`config.mk`:
```
export PLATFORM = sky130hd
export DESIGN_NAME = gcc_ctrl
export DESIGN_NICKNAME = d
export VERILOG_FILES = /design/src/sv/gcc_pkg.sv /design/src/sv/gcc_ctrl.sv
export SDC_FILE = /design/constraint.sdc
export NUM_CORES = 1
export LEC_CHECK = 0
export ABC_CLOCK_PERIOD_IN_PS = 3100
export BUFFER_PORTS_ARGS = -buffer_cell sky130_fd_sc_hd__buf_2
export CAP_MARGIN = 40
export CORE_AREA = 5 5 42 44
export DETAILED_ROUTE_END_ITERATION = 7
export DIE_AREA = 0 0 47 49
export HOLD_SLACK_MARGIN = 0.03
export PLACE_DENSITY = 0.51
export SETUP_SLACK_MARGIN = 0.05
export SYNTH_ARGS = -nofsm -noshare
export SYNTH_HDL_FRONTEND = slang
export SYNTH_SLANG_ARGS = --single-unit
```
`constraint.sdc`:
```
create_clock -name clk -period 3.1 [get_ports clk]
set_input_delay 0.465 -clock clk [delete_from_list [all_inputs] [get_ports clk]]
set_output_delay 0.465 -clock clk [all_outputs]
set_load 0.005 [all_outputs]
```
`src/sv/gcc_pkg.sv`:
```
// gcc_pkg: shared constants and controller/datapath interface types
// for the graph component counter; no dependencies
package gcc_pkg;

  localparam int MAX_VERTICES = 64;
  localparam int VIDX_W       = $clog2(MAX_VERTICES);
  localparam int NCNT_W       = $clog2(MAX_VERTICES + 1);
  localparam int VCFG_W       = 7;
  localparam int COMP_W       = 7;
  localparam int TALLY_W      = 12;

  localparam logic [VCFG_W-1:0]  VCOUNT_RESET = VCFG_W'(MAX_VERTICES);
  localparam logic [TALLY_W-1:0] TALLY_MAX    = '1;
  localparam logic [COMP_W-1:0]  COMP_MAX     = '1;

  localparam logic OP_INSERT = 1'b0;
  localparam logic OP_COUNT  = 1'b1;

  // commands from controller to datapath
  typedef struct packed {
    logic rd_ins;    // latch endpoints, read row a
    logic wr_a;      // set bit b in row a, bump tally
    logic wr_b;      // set bit a in row b
    logic cnt_init;  // clear visited, pending and component count
    logic seed;      // mark lowest unvisited vertex, start a component
    logic exp_rd;    // take one pending vertex, read its row
    logic exp_mg;    // merge unvisited neighbors into visited and pending
    logic finish;    // emit result, drop the graph
  } gcc_cmd_t;

  // status from datapath to controller
  typedef struct packed {
    logic edge_new;     // latched edge is in range and not yet stored
    logic cand_any;     // some vertex in range is still unvisited
    logic pending_any;  // some visited vertex still waits for expansion
  } gcc_sts_t;

endpackage

```
`src/sv/gcc_ctrl.sv`:
```
// gcc_ctrl: sequencing state machine of the graph component counter
// depends on gcc_pkg for the command and status types
module gcc_ctrl (
  input  logic              clk,
  input  logic              rst_n,
  input  logic              start,
  input  logic              in_opcode,
  input  gcc_pkg::gcc_sts_t sts,
  output gcc_pkg::gcc_cmd_t cmd,
  output logic              busy
);

  typedef enum logic [5:0] {
    ST_IDLE   = 6'b000001,
    ST_INS_CK = 6'b000010,
    ST_INS_B  = 6'b000100,
    ST_SCAN   = 6'b001000,
    ST_EXP_RD = 6'b010000,
    ST_EXP_MG = 6'b100000
  } state_t;

  state_t state_r, state_nxt;

  always_ff @(posedge clk) begin
    if (!rst_n) begin
      state_r <= ST_IDLE;
    end else begin
      state_r <= state_nxt;
    end
  end

  always_comb begin
    state_nxt = state_r;
    cmd       = '0;
    unique case (state_r)
      ST_IDLE: begin
        if (start) begin
          if (in_opcode == gcc_pkg::OP_INSERT) begin
            cmd.rd_ins = 1'b1;
            state_nxt  = ST_INS_CK;
          end else begin
            cmd.cnt_init = 1'b1;
            state_nxt    = ST_SCAN;
          end
        end
      end
      ST_INS_CK: begin
        if (sts.edge_new) begin
          cmd.wr_a  = 1'b1;
          state_nxt = ST_INS_B;
        end else begin
          state_nxt = ST_IDLE;
        end
      end
      ST_INS_B: begin
        cmd.wr_b  = 1'b1;
        state_nxt = ST_IDLE;
      end
      ST_SCAN: begin
        if (sts.cand_any) begin
          cmd.seed  = 1'b1;
          state_nxt = ST_EXP_RD;
        end else begin
          cmd.finish = 1'b1;
          state_nxt  = ST_IDLE;
        end
      end
      ST_EXP_RD: begin
        if (sts.pending_any) begin
          cmd.exp_rd = 1'b1;
          state_nxt  = ST_EXP_MG;
        end else begin
          state_nxt = ST_SCAN;
        end
      end
      ST_EXP_MG: begin
        cmd.exp_mg = 1'b1;
        state_nxt  = ST_EXP_RD;
      end
      default: begin
        state_nxt = ST_IDLE;
      end
    endcase
  end

  assign busy = (state_r != ST_IDLE);

endmodule

```
Word level (Yosys, flattened, before mapping):

Cells that the tools add are included.

* input port bits: 7
* bits in registers: 6
* output and inout bits: 9
* logic and storage cells: 31

* muxes and demuxes: 22
* equal/unequal tests: 8

Operators with widths (number)
* $pmux 6 s5: 1
* $mux 1: 16
* $mux 6: 2
* $eq 6x1->1 const B: 1
* $eq 6x2->1 const B: 1
* $eq 6x3->1 const B: 1
* $eq 6x4->1 const B: 1
* $eq 6x5->1 const B: 1
* $eq 6x6->1 const B: 1
* $ne 6x1->1 const B: 1
* $mux 5: 1
* $mux 4: 1
* $mux 3: 1
* $ne 2x2->1 const B: 1

Longest topological paths before layout:

Gate-level depths: netlist (run 1).

* depth after elaboration: 3
* gate-level depth with buffers: 5
* depth with buffers taken out: 4

Least setup slack after synthesis (run 1):

No wires, ideal clock.

* kind: register to output
* from: register state_r[5]
* to: output port cmd[4] (netlist bit)
* slack: 1.396 ns
* data arrival time: 1.239 ns
* stages on the path, launching flop included: 5
* data required time: 2.635 ns
* buffers on the path: 0
* cells stage by stage: dfxtp_1 or4_4 nor2_1 nand2_1 nor2_1

RTL lines
* start, declared: line gcc_ctrl.sv:22 `state_t state_r, state_nxt;`
* start signal, assigned: line gcc_ctrl.sv:28 `state_r <= state_nxt;`
* end, declared: line gcc_ctrl.sv:9 `output gcc_pkg::gcc_cmd_t cmd,`

==> impl_metrics.json, run 1 <==
{
  "status": "finished, final reports clean",
  "wl_per_cell_um": 10.2,
  "crit_family": "simple AND/OR/NAND/NOR gates",
  "via_count": 387,
  "tightest_slew_ns": 0.459,
  "crit_type": "reg -> out",
  "synth_ff_type": "dfxtp_1",
  "synth_enable_flop_cells": 0,
  "grt_use_met2": 0.122,
  "hold_class": "in -> reg",
  "largest-register": "state_r",
  "ant_nets": 0,
  "postCtsSetupRepairBufs": 0,
  "slowest_stage": "or4_4",
  "num-fill-cells": 155,
  "path_depth": 5,
  "placed_area_um2": 480,
  "top_regs": "state_r: 6 flops",
  "htree_levels": 1,
  "cts_buffers": 3,
  "cp_common_cell": "nor2_1",
  "grt_util_met3": 0.0480,
  "postCtsHoldBufs": 0,
  "synth_top_cell_area_share": 0.308,
  "drt_drc_violations_left": 0,
  "place.gp.congestion": 0.742,
  "grt_busiest_layer": "met2",
  "largest_register_ffs": 6,
  "ios": 16,
  "grt_pass1_wl_um": 1520,
  "synth_area_leaders": "dfxtp_1 (31%), nor3_2 (7.7%), nor2_1 (7.7%), or4_4 (5.8%), o31ai_4 (5.4%)",
  "port_buffers": 15,
  "fin_crit_sh": 0.678,
  "tns_ns": 0,
  "syn-cell-area_um2": 390,
  "syn_nets": 54,
  "cts_tree": "done",
  "drive_gt1_frac": 0.406,
  "max_freq_mhz": 476,
  "antenna_found_initial": 0,
  "ys_types": 25,
  "ys_seq_area_frac": 0.308,
  "clock_sinks": 6,
  "post_cts_resized": 0,
  "postLayoutCoreUtil": 0.359,
  "cpPeakStageDelay_ns": 0.59,
  "holdWs_ns": 0.415,
  "finalInstanceArea_um2": 503,
  "ys_ff_latch": 6,
  "drtIter0Drc": 3,
  "antenna_cells": 0,
  "core_um2": 1400,
  "setup_violations": 0,
  "critPathLaunchType": "flip-flop",
  "final_hold_viol_count": 0,
  "dp_hpwl_um": 676,
  "clockBufferDepth": 2,
  "synth.avg_cell_area_um2": 8.31,
  "ir_drop_uv": 155,
  "seq_area_um2": 120,
  "mostFrequentLayoutCell": "buf_2",
  "crit_fanout": 5,
  "yosys_warnings": 0,
  "drtPass1Iterations": 4,
  "yosysTopAreaCell": "dfxtp_1",
  "postSynthCellCount": 47,
  "grt_pass1_vias": 373,
  "dieWidth_um": 47,
  "fin_skew_ns": 0.00136,
  "initial_core_util": 0.279,
  "viasPerCell": 4.84,
  "grtUsageMet1": 0.113,
  "leakagePower_nw": 0.242,
  "synthArstFlopShare": 0,
  "area_growth_pct": 28.8,
  "rows": 14,
  "end_kind": "output port",
  "grt_max_degree": 9,
  "reg2reg_depth": 4,
  "grt_usage": 0.0917,
  "fin_total_pwr_mw": 0.221,
  "cap_violations": 0,
  "crit_buf_inv": 1,
  "cp_data_arrival_time_ns": 1.64,
  "slew_headroom": 0.691,
  "grt_setup_unrepaired": "no",
  "die_y_um": 49,
  "totalWireLength_um": 812,
  "die-area_um2": 2300,
  "clock_latency_ns": 0.24,
  "worstPathRequired_ns": 2.63,
  "p_per_area_nw_per_um2": 439,
  "slew_violations": 0,
  "hold_depth": 2,
  "clkTransAtPathRegs_ns": 0.04,
  "min_period_ns": 2.10,
  "multi_input_area_um2": 246,
  "nets": 73,
  "crit_path_cell_trace": "or4_4 > nor2_1 > nand2_1 > nor2_1 > buf_2",
  "cts-root-buf": "clkbuf_4",
  "gr-total-overflow": 0,
  "final_cell_mix": "buf_2 (15), nor2_1 (8), dfxtp_1 (6), inv_1 (5)"
}
## report_power, final
group / switching [mW] / internal (mW) / total [mW]
Combinational: 0.0310 / 0.0271 / 0.0581
Sequential: 0.00931 / 0.0821 / 0.0914
Clock: 0.0273 / 0.0437 / 0.0711
Total: 0.0676 / 0.153 / 0.221
## synth_stat cells, types with 2 or more instances
cell,n
dfxtp_1,6
inv_1,5
nand2_1,2
nand2b_1,2
nor2_1,8
nor3_1,2
nor3_2,3
or4_4,2
## worst register-to-register path: stages, from the launching register on
cell,delay [ns]
dfxtp_1,0.33
or4_4,0.59
o31ai_4,0.30
nor2_2,0.08
and2_1,0.15
## cell families after synthesis
kind of cell	count (synthesis)	synth area share
AOI/OAI and AO/OA	6	0.144
xor gates and xnor gates	1	0.0224
buffers and inverters	6	0.0609
DFF	6	0.308
muxes	1	0.0256
and+or+nand+nor	27	0.439
## layer usage
layer | up-vias | wire [um]
met4 | 0 | 22
met1 | 169 | 379
met2 | 16 | 321
li1 | 198 | -
met3 | 4 | 88
met5 | - | 0
## stage by stage
step	setup WS [ns]	std cells
detailed placement	1.26	77
floorplan	1.40	47
finish	0.997	80
global route	0.887	80
CTS	0.987	80
global placement	1.26	77
## layout make-up
| class | instances | area share |
|---|---|---|
| clock buffer | 3 | 0.0448 |
| tap | 16 | 0.0398 |
| timing repair buffer | 15 | 0.149 |
| inverter | 5 | 0.0373 |
| multi-input combinational | 35 | 0.490 |
| sequential | 6 | 0.239 |
## worst paths after layout
kind,from,to,slack [ns]
setup / recovery,state_r[5],cmd[7],1.0
hold / removal,in_opcode,state_r[1],0.42
setup reg to reg,state_r[5],state_r[5],1.55
hold reg to reg,state_r[2],state_r[0],0.59
Note: power is estimated with default switching activity, not from simulation.
==> run 2: changes to the inputs <==
--- a/config.mk
+++ b/config.mk
@@ -5,14 +5,15 @@
 export SDC_FILE = /design/constraint.sdc
 export NUM_CORES = 1
 export LEC_CHECK = 0
-export ABC_CLOCK_PERIOD_IN_PS = 3100
+export ABC_AREA = 1
+export ABC_CLOCK_PERIOD_IN_PS = 1700
 export BUFFER_PORTS_ARGS = -buffer_cell sky130_fd_sc_hd__buf_2
 export CAP_MARGIN = 40
 export CORE_AREA = 5 5 42 44
 export DETAILED_ROUTE_END_ITERATION = 7
 export DIE_AREA = 0 0 47 49
 export HOLD_SLACK_MARGIN = 0.03
-export PLACE_DENSITY = 0.51
+export PLACE_DENSITY = 0.52
 export SETUP_SLACK_MARGIN = 0.05
 export SYNTH_ARGS = -nofsm -noshare
 export SYNTH_HDL_FRONTEND = slang
==> constraint.sdc (replaced) <==
create_clock -name clk -period 1.7 [get_ports clk]
set_input_delay 0.255 -clock clk [delete_from_list [all_inputs] [get_ports clk]]
set_output_delay 0.255 -clock clk [all_outputs]
set_load 0.005 [all_outputs]
==> impl_metrics.json, run 2 <==
{
  "setup_violations": 0,
  "postCtsSetupRepairBufs": 0,
  "worstPathRequired_ns": 1.44,
  "post_cts_resized": 0,
  "leakagePower_nw": 0.281,
  "slew_violations": 0,
  "cts_buffers": 3,
  "finalInstanceArea_um2": 500,
  "placed_area_um2": 478,
  "drtPass1Iterations": 4,
  "seqPwrFrac": 0.402,
  "crit_path_cell_trace": "nor2_2 > nand3_1 > nor2_1 > buf_2",
  "grt_setup_unrepaired": "no",
  "ir_drop_uv": 293,
  "clkTransAtPathRegs_ns": 0.05,
  "cpPeakStageDelay_ns": 0.33,
  "num-fill-cells": 168,
  "clock_sinks": 6,
  "power_frac_clock": 0.351,
  "multi_input_area_um2": 221,
  "crit_buf_inv": 1,
  "holdCritStartpoint": "in_opcode",
  "crit_fanout": 5,
  "drt_drc_violations_left": 0,
  "p_per_area_nw_per_um2": 783,
  "synth_area_leaders": "dfxtp_1 (31%), inv_1 (11%), nand2_1 (9.8%), nor2_1 (9.8%), nand4_1 (8.2%)",
  "p_sw_mw": 0.126,
  "r2r-end": "state_r[0]",
  "slowest_stage": "dfxtp_1",
  "grt_pass1_wl_um": 1680,
  "tns_ns": 0,
  "ios": 16,
  "sw_frac_of_total": 0.321,
  "cts-root-buf": "clkbuf_4",
  "ys_seq_area_frac": 0.314,
  "core_um2": 1400,
  "ys_types": 11,
  "crit_type": "reg -> out",
  "tightest_slew_ns": 0.256,
  "synth_top_cell_area_share": 0.314,
  "postCtsHoldBufs": 0,
  "hold_depth": 2,
  "cap_violations": 0,
  "die-area_um2": 2300,
  "min_period_ns": 1.48,
  "grt_max_degree": 9,
  "reg2reg_depth": 6,
  "place.gp.congestion": 0.801,
  "postSynthCellCount": 59,
  "totalWireLength_um": 950,
  "viasPerCell": 4.54,
  "wl_per_cell_um": 10.2,
  "synth_enable_flop_cells": 0,
  "intPower_mw": 0.266,
  "mostFrequentLayoutCell": "buf_2",
  "hold_class": "in -> reg",
  "initial_core_util": 0.273,
  "port_buffers": 15,
  "htree_levels": 1,
  "via_count": 422,
  "slew_headroom": 0.829,
  "rows": 14,
  "grt_pass1_vias": 385,
  "synthArstFlopShare": 0,
  "dp_hpwl_um": 767,
  "netlist_top_cells_count": "inv_1 (11), nand2_1 (10), nor2_1 (10)",
  "cp_data_arrival_time_ns": 1.22,
  "fin_skew_ns": 0.000366,
  "end_kind": "output port",
  "nets": 86,
  "r2r_setup_slack_ns": 0.59,
  "synth_ff_type": "dfxtp_1",
  "clockBufferDepth": 2,
  "ant_nets": 0,
  "yosysTopAreaCell": "dfxtp_1",
  "ys_ff_latch": 6,
  "seq_area_um2": 120,
  "holdPathEnd": "state_r[1]",
  "cts_tree": "done",
  "top_regs": "state_r: 6 flops",
  "crit_family": "simple AND/OR/NAND/NOR gates",
  "antenna_cells": 0,
  "r2r-start": "state_r[0]",
  "critPathLaunchType": "flip-flop",
  "antenna_found_initial": 0,
  "final_cell_mix": "buf_2 (15), inv_1 (11), nand2_1 (10), nor2_1 (10), dfxtp_1 (6)",
  "synth.avg_cell_area_um2": 6.49,
  "dieWidth_um": 47,
  "syn_nets": 66,
  "final_hold_viol_count": 0,
  "drive_gt1_frac": 0.351,
  "largest_register_ffs": 6,
  "fin_cells": 93,
  "die_y_um": 49,
  "place_inst": 90,
  "combPwrFrac": 0.247,
  "postLayoutCoreUtil": 0.357,
  "grt_usage": 0.100,
  "drtIter0Drc": 8,
  "syn-cell-area_um2": 383,
  "yosysMostFrequentCell": "inv_1",
  "gr-total-overflow": 0,
  "status": "finished, final reports clean",
  "max_freq_mhz": 677,
  "clock_latency_ns": 0.25,
  "area_growth_pct": 30.7,
  "yosys_warnings": 0,
  "largest-register": "state_r",
  "fin_crit_sh": 0.869
}
run 2: power by group through the flow:
stage          Sequential [mW]  Clock, mW  Combinational (mW)
2_1_floorplan            0.159          0              0.0656
3_3_place_gp             0.160          0              0.0974
3_5_place_dp             0.160          0              0.0969
4_1_cts                  0.157      0.145              0.0971
5_1_grt                  0.160      0.154               0.109
6_report                 0.157      0.138              0.0967
run 2: area by class of cell:
type	count	share of cell area
inverters	11	0.0825
repair buffers	15	0.150
clock buffers	3	0.0450
well taps	16	0.0400
flip-flops and latches	6	0.240
multi-input cells	42	0.442
run 2: per-stage QoR:
step	power (mW)	hold slack [ns]	worst slack (ns)
floorplan	0.225	0.334	0.626
global placement	0.258	0.462	0.515
detailed placement	0.257	0.466	0.489
CTS	0.400	0.199	0.209
global route	0.422	0.204	0.0794
finish	0.392	0.203	0.222
run 2: metal layers:
layer	vias to the layer above	GRT usage	wire length [um]
li1	226	-	-
met1	183	0.134	412
met2	11	0.133	465
met3	2	0.0590	64
met4	0	0.0276	8
met5	-	0	0
run 2: worst max-delay path by stage:
stage / cells after the start / end / startpoint / slack (ns)
after floorplan: 3 / cmd[7] / state_r[5] / 0.63
after global placement: 4 / cmd[2] / state_r[0] / 0.51
after detailed placement: 4 / cmd[7] / state_r[5] / 0.49
after CTS: 4 / cmd[7] / state_r[5] / 0.21
after global routing: 5 / cmd[7] / state_r[0] / 0.08
final: 4 / cmd[2] / state_r[0] / 0.22
run 2: logic make-up (layout without fill, tap and decap cells):
kind of cell | Yosys count | after routing | share of synthesized area
flip-flops | 6 | 6 | 0.314
buffers and inverters | 11 | 29 | 0.108
AND/OR/NAND/NOR | 42 | 42 | 0.578
==> run 3: changes to the inputs <==
--- a/config.mk
+++ b/config.mk
@@ -13,7 +13,7 @@
 export DETAILED_ROUTE_END_ITERATION = 7
 export DIE_AREA = 0 0 47 49
 export HOLD_SLACK_MARGIN = 0.03
-export PLACE_DENSITY = 0.52
+export PLACE_DENSITY = 0.55
 export SETUP_SLACK_MARGIN = 0.05
 export SYNTH_ARGS = -nofsm -noshare
 export SYNTH_HDL_FRONTEND = slang
==> impl_metrics.json, run 3 (synthesized netlist as in run 2, its figures left out) <==
{
  "die_y_um": 49,
  "postLayoutSetupSlackWorst_ns": 0.226,
  "critPathLaunchType": "flip-flop",
  "p_per_area_nw_per_um2": 791,
  "fin_crit_sh": 0.867,
  "drtPass1Iterations": 4,
  "r2r-start": "state_r[0]",
  "sw_frac_of_total": 0.327,
  "cp_data_arrival_time_ns": 1.22,
  "fin_total_pwr_mw": 0.396,
  "slew_headroom": 0.825,
  "num-fill-cells": 162,
  "core_um2": 1400,
  "grt_pass1_vias": 398,
  "cts_tree": "done",
  "tightest_slew_ns": 0.262,
  "via_count": 422,
  "post_cts_resized": 0,
  "status": "finished, final reports clean",
  "seqPwrFrac": 0.398,
  "totalWireLength_um": 1010,
  "drt_drc_violations_left": 0,
  "setup_violations": 0,
  "port_buffers": 15,
  "clockBufferDepth": 2,
  "mostFrequentLayoutCell": "buf_2",
  "multi_input_area_um2": 221,
  "crit_type": "reg -> out",
  "final_hold_viol_count": 0,
  "ir_drop_uv": 389,
  "hold_class": "in -> reg",
  "end_kind": "output port",
  "grt_setup_unrepaired": "no",
  "die-area_um2": 2300,
  "antenna_found_initial": 0,
  "crit_fanout": 5,
  "holdWs_ns": 0.197,
  "gr-total-overflow": 0,
  "ios": 16,
  "place.gp.congestion": 0.847,
  "power_frac_clock": 0.351,
  "dieWidth_um": 47,
  "clock_latency_ns": 0.25,
  "wl_per_cell_um": 10.9,
  "p_sw_mw": 0.130,
  "grt_usage": 0.0951,
  "drive_gt1_frac": 0.351,
  "placed_area_um2": 478,
  "initial_core_util": 0.273,
  "htree_levels": 1,
  "rows": 14,
  "cts_buffers": 3,
  "min_period_ns": 1.47,
  "postCtsSetupRepairBufs": 0,
  "seq_area_um2": 120,
  "clock_sinks": 6,
  "startpoint": "state_r[0]",
  "slew_violations": 0,
  "grt_max_degree": 9,
  "place_ws_ns": 0.509,
  "drtIter0Drc": 16,
  "cap_violations": 0,
  "top_regs": "state_r: 6 flops",
  "postCtsHoldBufs": 0,
  "grt_pass1_wl_um": 1590,
  "combPwrFrac": 0.251,
  "largest_register_ffs": 6,
  "intPower_mw": 0.266,
  "holdCritStartpoint": "in_opcode",
  "worstPathRequired_ns": 1.44,
  "leakagePower_nw": 0.281,
  "max_freq_mhz": 678,
  "largest-register": "state_r",
  "nets": 86,
  "finalInstanceArea_um2": 500,
  "tns_ns": 0,
  "final_cell_mix": "buf_2 (15), inv_1 (11), nand2_1 (10), nor2_1 (10), dfxtp_1 (6)",
  "cts-root-buf": "clkbuf_4",
  "clkTransAtPathRegs_ns": 0.05,
  "dp_hpwl_um": 793,
  "area_growth_pct": 30.7,
  "antenna_cells": 0,
  "viasPerCell": 4.54,
  "fin_skew_ns": 0.000149,
  "ant_nets": 0
}
==> run 3: cell counts in the layout (fill, tap and decap cells not counted) <==
Identical to the previous run, type by type.
==> run 3: cell type report <==
cell class                 instances  area share
clock buffer                       3      0.0450
inverter                          11      0.0825
multi-input combinational         42       0.442
sequential                         6       0.240
tap                               16      0.0400
timing repair buffer              15       0.150
==> run 3: worst max-delay path, cell delays in order, from the launching register on <==
cell     delay, ns
dfxtp_1       0.33
nor2_2        0.25
nand3_1       0.17
nor2_1        0.10
buf_2         0.12
==> run 3: layer usage <==
metal / GRT usage / vias up / routed length, um
met1: 0.112 / 182 / 443
li1: - / 224 / -
met2: 0.143 / 14 / 484
met4: 0.0276 / 0 / 5
met3: 0.0554 / 2 / 79
met5: 0 / - / 0
==> run 3: through the flow <==
step / std cells / util
floorplan: 59 / -
global placement: 90 / 0.341
detailed placement: 90 / 0.341
CTS: 93 / 0.357
global route: 93 / 0.357
finish: 93 / 0.357
==> run 3: power by group through the flow <==
stage,Combinational (mW),Sequential (mW),Clock [mW]
after floorplan,0.0656,0.159,0
after global placement,0.0969,0.160,0
after detailed placement,0.0979,0.160,0
after CTS,0.0985,0.158,0.144
after global routing,0.111,0.159,0.151
final,0.0992,0.158,0.139
==> run 3: path summary, 6_finish.rpt <==
path / end / cells past startpoint / slack (ns)
setup / recovery: cmd[2] / 4 / 0.23
hold / removal: state_r[1] / 2 / 0.20
setup reg to reg: state_r[0] / 6 / 0.59
hold reg to reg: state_r[1] / 4 / 0.62
